--- src/hdl/lti_pkg.sv ---
package lti_pkg;

  localparam int unsigned LIGHT_W     = 20;
  localparam int unsigned CORNER_W    = 16;
  localparam int unsigned TEXEL_W     = 8;
  localparam int unsigned COORD_W     = 4;
  localparam int unsigned MIP_W       = 2;
  localparam int unsigned CFG_INDEX_W = 1;
  localparam int unsigned CFG_DATA_W  = 2;

  localparam logic [CORNER_W-1:0] LIGHT_HI_MASK = 16'hFF00;
  localparam logic [MIP_W-1:0]    MIP_SMALLEST  = 2'd3;

  // configuration register indexes
  localparam logic [CFG_INDEX_W-1:0] CFG_MIP_LEVEL  = 1'b0;
  localparam logic [CFG_INDEX_W-1:0] CFG_PIXEL_MODE = 1'b1;

  // request codes
  localparam logic REQ_START = 1'b0;
  localparam logic REQ_TEXEL = 1'b1;

  // pixel orders
  localparam logic MODE_8BIT = 1'b0;
  localparam logic MODE_WIDE = 1'b1;

  typedef logic signed [LIGHT_W-1:0] light_t;

  typedef struct packed {
    light_t               edge_left_light;
    light_t               edge_right_light;
    light_t               edge_left_step;
    light_t               edge_right_step;
    light_t               pixel_light;
    light_t               pixel_step;
    logic [COORD_W-1:0]   row_counter;
    logic [COORD_W-1:0]   column_counter;
  } blk_state_t;

  typedef struct packed {
    logic [CORNER_W-1:0] map_index;
    logic [COORD_W-1:0]  pixel_column;
    logic [COORD_W-1:0]  pixel_row;
    logic                block_last;
  } pix_result_t;

  typedef struct packed {
    logic [CORNER_W-1:0] top_left;
    logic [CORNER_W-1:0] top_right;
    logic [CORNER_W-1:0] bottom_left;
    logic [CORNER_W-1:0] bottom_right;
  } corners_t;

endpackage

--- src/hdl/lti_edge_setup.sv ---
module lti_edge_setup
  import lti_pkg::*;
(
  input  corners_t         corners,
  input  logic [MIP_W-1:0] mip_level,
  output blk_state_t       state_nxt
);

  logic [2:0] shift;
  light_t     left_diff;
  light_t     right_diff;

  always_comb begin
    shift      = 3'd4 - {1'b0, mip_level};
    left_diff  = light_t'({4'b0, corners.bottom_left})  - light_t'({4'b0, corners.top_left});
    right_diff = light_t'({4'b0, corners.bottom_right}) - light_t'({4'b0, corners.top_right});

    state_nxt                  = '0;
    state_nxt.edge_left_light  = light_t'({4'b0, corners.top_left});
    state_nxt.edge_right_light = light_t'({4'b0, corners.top_right});
    state_nxt.edge_left_step   = left_diff >>> shift;
    state_nxt.edge_right_step  = right_diff >>> shift;
  end

endmodule

--- src/hdl/lti_texel_path.sv ---
module lti_texel_path
  import lti_pkg::*;
(
  input  blk_state_t         state,
  input  logic [MIP_W-1:0]   mip_level,
  input  logic               pixel_mode,
  input  logic [TEXEL_W-1:0] texel,
  output blk_state_t         state_nxt,
  output pix_result_t        result
);

  logic [2:0]              shift;
  logic [COORD_W:0]        edge_n;
  logic                    col_first;
  logic signed [LIGHT_W:0] span_diff;
  logic signed [LIGHT_W:0] span_shr;
  light_t                  row_light;
  light_t                  row_step;
  light_t                  light;
  logic [LIGHT_W:0]        mid_sum;
  logic                    row_end;
  logic                    blk_end;

  always_comb begin
    shift     = 3'd4 - {1'b0, mip_level};
    edge_n    = (COORD_W+1)'(5'd16 >> mip_level);
    col_first = (state.column_counter == '0);

    // edge difference kept one bit wider so the floor shift sees the true value
    span_diff = (pixel_mode == MODE_WIDE)
              ? {state.edge_right_light[LIGHT_W-1], state.edge_right_light}
                - {state.edge_left_light[LIGHT_W-1], state.edge_left_light}
              : {state.edge_left_light[LIGHT_W-1], state.edge_left_light}
                - {state.edge_right_light[LIGHT_W-1], state.edge_right_light};
    span_shr  = span_diff >>> shift;
    if (col_first) begin
      row_light = (pixel_mode == MODE_WIDE) ? state.edge_left_light : state.edge_right_light;
      row_step  = span_shr[LIGHT_W-1:0];
    end else begin
      row_light = state.pixel_light;
      row_step  = state.pixel_step;
    end

    // midpoint of the left and right edges, floor shift
    mid_sum = {state.edge_left_light[LIGHT_W-1], state.edge_left_light}
            + {state.edge_right_light[LIGHT_W-1], state.edge_right_light};
    if (pixel_mode == MODE_WIDE && mip_level == MIP_SMALLEST &&
        state.column_counter == COORD_W'(1)) begin
      light = light_t'(mid_sum[LIGHT_W:1]);
    end else begin
      light = row_light;
    end

    row_end = ({1'b0, state.column_counter} + (COORD_W+1)'(1)) >= edge_n;
    blk_end = ({1'b0, state.row_counter} + (COORD_W+1)'(1)) >= edge_n;

    result.map_index    = (light[CORNER_W-1:0] & LIGHT_HI_MASK) + {8'b0, texel};
    result.pixel_column = (pixel_mode == MODE_WIDE) ? state.column_counter
                        : COORD_W'(edge_n - (COORD_W+1)'(1) - {1'b0, state.column_counter});
    result.pixel_row    = state.row_counter;
    result.block_last   = row_end && blk_end;

    state_nxt             = state;
    state_nxt.pixel_light = row_light + row_step;
    state_nxt.pixel_step  = row_step;
    if (row_end) begin
      state_nxt.column_counter   = '0;
      state_nxt.edge_left_light  = state.edge_left_light + state.edge_left_step;
      state_nxt.edge_right_light = state.edge_right_light + state.edge_right_step;
      state_nxt.row_counter      = blk_end ? '0 : state.row_counter + COORD_W'(1);
    end else begin
      state_nxt.column_counter = state.column_counter + COORD_W'(1);
    end
  end

endmodule

--- src/hdl/lit_texel_block_interpolator_core.sv ---
// a texel transaction's result is registered and shows in the cycle after it is accepted
// throughput: one transaction per cycle, start and texel alike; the block stalls
//   only while its output register holds a result that is itself stalled
// a start transaction updates the edge state and produces no result
// reset (rst_n low, synchronous): edge state, counters, configuration and the
//   output valid clear to zero
module lit_texel_block_interpolator_core
  import lti_pkg::*;
(
  input  logic                   clk,
  input  logic                   rst_n,

  input  logic                   cfg_valid,
  output logic                   cfg_ready,
  input  logic [CFG_INDEX_W-1:0] cfg_index,
  input  logic [CFG_DATA_W-1:0]  cfg_wdata,

  input  logic                   in_valid,
  output logic                   in_stall,
  input  logic                   in_req_type,
  input  logic [CORNER_W-1:0]    in_corner_top_left,
  input  logic [CORNER_W-1:0]    in_corner_top_right,
  input  logic [CORNER_W-1:0]    in_corner_bottom_left,
  input  logic [CORNER_W-1:0]    in_corner_bottom_right,
  input  logic [TEXEL_W-1:0]     in_texel,

  output logic                   out_valid,
  input  logic                   out_stall,
  output logic [CORNER_W-1:0]    out_map_index,
  output logic [COORD_W-1:0]     out_pixel_column,
  output logic [COORD_W-1:0]     out_pixel_row,
  output logic                   out_block_last
);

  // configuration registers
  logic [MIP_W-1:0] mip_level_r;
  logic             pixel_mode_r;

  // block state: edge lights, steps, row interpolation and counters
  blk_state_t  state_r;
  blk_state_t  state_nxt;
  blk_state_t  setup_state;
  blk_state_t  texel_state;
  pix_result_t texel_result;
  corners_t    corners;

  // output register
  logic        out_valid_r;
  pix_result_t out_r;

  logic        in_accept;
  logic        out_free;

  // configuration writes are always taken
  assign cfg_ready = 1'b1;

  // the output register can take a new result when empty or being drained
  assign out_free  = !out_valid_r || !out_stall;
  assign in_stall  = !out_free;
  assign in_accept = in_valid && out_free;

  assign corners = '{top_left:     in_corner_top_left,
                     top_right:    in_corner_top_right,
                     bottom_left:  in_corner_bottom_left,
                     bottom_right: in_corner_bottom_right};

  // start transaction: load corner lights and per-row edge steps
  lti_edge_setup u_edge_setup (
    .corners   (corners),
    .mip_level (mip_level_r),
    .state_nxt (setup_state)
  );

  // texel transaction: row interpolation, colormap index, counter advance
  lti_texel_path u_texel_path (
    .state      (state_r),
    .mip_level  (mip_level_r),
    .pixel_mode (pixel_mode_r),
    .texel      (in_texel),
    .state_nxt  (texel_state),
    .result     (texel_result)
  );

  always_comb begin
    state_nxt = state_r;
    if (in_accept) begin
      state_nxt = (in_req_type == REQ_TEXEL) ? texel_state : setup_state;
    end
  end

  always_ff @(posedge clk) begin
    if (!rst_n) begin
      mip_level_r  <= '0;
      pixel_mode_r <= MODE_8BIT;
    end else if (cfg_valid && cfg_ready) begin
      unique case (cfg_index)
        CFG_MIP_LEVEL:  mip_level_r  <= cfg_wdata[MIP_W-1:0];
        CFG_PIXEL_MODE: pixel_mode_r <= cfg_wdata[0];
        default:        ;
      endcase
    end
  end

  always_ff @(posedge clk) begin
    if (!rst_n) begin
      state_r <= '0;
    end else begin
      state_r <= state_nxt;
    end
  end

  // result stage: loads on an accepted texel, empties once taken
  always_ff @(posedge clk) begin
    if (!rst_n) begin
      out_valid_r <= 1'b0;
    end else if (in_accept && in_req_type == REQ_TEXEL) begin
      out_valid_r <= 1'b1;
    end else if (!out_stall) begin
      out_valid_r <= 1'b0;
    end
  end

  always_ff @(posedge clk) begin
    if (in_accept && in_req_type == REQ_TEXEL) begin
      out_r <= texel_result;
    end
  end

  assign out_valid        = out_valid_r;
  assign out_map_index    = out_r.map_index;
  assign out_pixel_column = out_r.pixel_column;
  assign out_pixel_row    = out_r.pixel_row;
  assign out_block_last   = out_r.block_last;

endmodule

--- config.mk ---
export PLATFORM = sky130hd
export DESIGN_NAME = lit_texel_block_interpolator_core
export DESIGN_NICKNAME = d
export VERILOG_FILES = /design/src/hdl/lti_pkg.sv /design/src/hdl/lti_edge_setup.sv /design/src/hdl/lti_texel_path.sv /design/src/hdl/lit_texel_block_interpolator_core.sv
export SDC_FILE = /design/constraint.sdc
export NUM_CORES = 1
export LEC_CHECK = 0
export BUFFER_PORTS_ARGS = -buffer_cell sky130_fd_sc_hd__buf_2
export CAP_MARGIN = 20
export CORE_MARGIN = 5
export CORE_UTILIZATION = 50
export DETAILED_ROUTE_END_ITERATION = 10
export PLACE_DENSITY = 0.82
export SYNTH_ARGS = -nofsm -noshare
export SYNTH_HDL_FRONTEND = slang
export SYNTH_HIERARCHICAL = 1
export SYNTH_SLANG_ARGS = --single-unit
--- constraint.sdc ---
create_clock -name clk -period 5.5 [get_ports clk]
set_input_delay 0.55 -clock clk [delete_from_list [all_inputs] [get_ports clk]]
set_output_delay 0.55 -clock clk [all_outputs]
set_load 0.01 [all_outputs]
==> impl_metrics.tcl <==
set metrics [dict create \
    track_usage_pct 23.44 \
    place_area_sq_um 17690 \
    boundaryPins 109 \
    r2r_end "state_r[41]" \
    vias 15100 \
    htreeDepth 4 \
    die_w_um 199.1 \
    path_delay_family "compound AO/OA/AOI/OAI gates" \
    nNetsFinal 2278 \
    hpwlAfterDp_mm 36.48 \
    fmax_mhz 192.6 \
    maxSlewViolCount 0 \
    tritoncts "yes" \
    hold_depth 1 \
    drv_cap 0 \
    cellPowerDensity_nw_per_um2 270.0 \
    maxSlewHeadroom_pct 26.66 \
    wl_per_cell_um 19.26 \
    diodes 0 \
    dieArea_sq_um 39660 \
    clkLatencyLatePin_ns 0.44 \
    cts_made_buffers 17 \
    grt_pass1_vias 14480 \
    design_area_sq_um 18390 \
    clock_skew_ns 0.01627 \
    area_delta_synth_final_pct 2.833 \
    fin_crit_sh_pct 94.39 \
    num_rows 69 \
    critPathMaxFanout 6 \
    reg2reg_depth 23 \
    grt_pass1_wl_mm 75.98 \
    cts.reportedPaths.clkPinSlew_ns 0.07 \
    startpoint_type "flop" \
    crit_chain "ha_1, inv_1, fa_1, a211oi_1, o211ai_1, a31oi_2, and2_1, a41oi_1, xor2_1, buf_4, mux4_2, a22oi_1, nand2_1, ha_1, and2_1, o21ai_0, o21ai_0, o21ai_0, nand2b_1, a21oi_1, xnor2_1, mux2i_1, o2bb2ai_2" \
    drive_above_1_share_pct 18.28 \
    gr-total-overflow 0 \
    slowest_stage "mux4_2" \
    crit_required_ns 5.87 \
    synthCells 2063 \
    reg2reg_slack_ns 0.31 \
    place.port_buffers 107 \
    worst_pin_slew_ns 1.100 \
    wirelength_mm 48.18 \
    start_util_pct 50.41 \
    setup_violations 0 \
    p_leak_nw 8.044 \
    syn_area_sq_um 17890 \
    core_sq_um 35480 \
    die_h_um 199.1 \
    drtAntennaViolNets 0 \
    synth_warnings 6 \
    cp_common_cell "o21ai_0" \
    grt_max_degree 121 \
    via_per_inst 6.037 \
    hold_start "in_texel[6]" \
    drc 1 \
    vdd_ir_drop_max_v 0.0002066 \
    gp_congestion 0.9949 \
    drt_iter0_markers 1352 \
    antenna_found_initial 0 \
    synth_area_per_cell_sq_um 8.670 \
    worstPathArrival_ns 5.56 \
    drtPass1Iterations 10 \
    violations "design-rule violations" \
    timing.rr.start "state_r[108]" \
    cp-end-kind "flop" \
    cpPeakStageDelay_ns 0.48 \
    path_class "flop to flop" \
    period_minus_slack_ns 5.192 \
    clockRootBuffer "clkbuf_16" \
    hp-class "input port to flop" \
    hold_viol_final 0 \
    hold_ws_ns 0.2847 \
    cts_sinks 149 \
    critPathBufInv 2 \
    status "finished with violations" \
    cts.path.max_buffers 2 \
    hold_end "out_map_index[6]" \
]
[layer usage]
metal | routed length, um | track usage, % | up-vias
li1 | - | - | 7200
met1 | 20760 | 30.88 | 7202
met2 | 22570 | 39.27 | 584
met3 | 2846 | 2.748 | 118
met4 | 2008 | 9.271 | 0
met5 | 0 | 0 | -
[repair_timing]
item,4_1_cts,5_1_grt
hold buffers,0,0
gates resized for setup,0,14
setup endpoints to repair,0,4
setup buffers,0,3
[worst reg2reg max path: cells and delay by family (launching register included)]
kind | cells | cell delay (ns)
AOI/OAI and AO/OA | 10 | 2.00
adders and majority gates | 3 | 0.98
DFF | 1 | 0.45
and+or+nand+nor | 4 | 0.53
muxes | 2 | 0.58
buffers and inverters | 2 | 0.22
xor gates and xnor gates | 2 | 0.35
[power by group]
group / internal [mW] / switching [mW] / leakage (nW)
sequential: 1.21 / 0.113 / 1.25
clock: 0.727 / 0.537 / 0.298
combinational: 1.00 / 1.38 / 6.49
total: 2.94 / 2.03 / 8.04
[registers in the layout (all words and copies together) (netlist names)]
name              cells
mip_level_r           2
out_block_last        1
out_map_index        16
out_pixel_column      4
out_pixel_row         4
out_valid             1
pixel_mode_r          1
state_r             120
[area by class of cell]
type	instances	area, sq um
tap	461	576.8
sequential	149	3238
fill	3192	17090
clock inverter	15	191.4
multi-input combinational	1575	12580
timing repair buffer	149	869.6
inverter	136	510.5
clock buffer	17	425.4
[metrics by stage]
stage / setup TNS, ns / util [%] / std cells / setup WS (ns) / power (mW)
after CTS: 0 / 51.58 / 2499 / 0.1812 / 4.902
after global placement: 0 / 49.84 / 2467 / 0.3759 / 3.558
after floorplan: 0 / - / 2110 / 0.7466 / 3.198
after detailed placement: 0 / 49.84 / 2467 / 0.2092 / 3.619
after global routing: -0.02259 / 51.84 / 2502 / -0.02259 / 5.243
final: 0 / 51.84 / 2502 / 0.3085 / 4.967
[how the worst max path moves through the flow]
stage,start,cells after the start,endpoint,slack [ns]
after floorplan,state_r[89],22,state_r[38],0.75
after global placement,state_r[112],22,state_r[42],0.38
after detailed placement,state_r[91],23,state_r[42],0.21
after CTS,state_r[109],22,state_r[42],0.18
after global routing,state_r[111],23,state_r[38],-0.02
final,state_r[108],23,state_r[41],0.31
[placed cells by master, fill, tap and decap left out, types with 29 or more instances in the layout]
cell type,n
mux2i_1,172
nand2_1,167
ha_1,160
a21oi_1,132
nor2_1,132
inv_1,131
dfxtp_1,120
o2bb2ai_2,112
o21ai_0,112
buf_2,106
xnor2_1,65
conb_1,49
buf_4,41
xor2_1,32
nand3_1,29
a21o_1,29
Power figures use the tool's default switching activity.
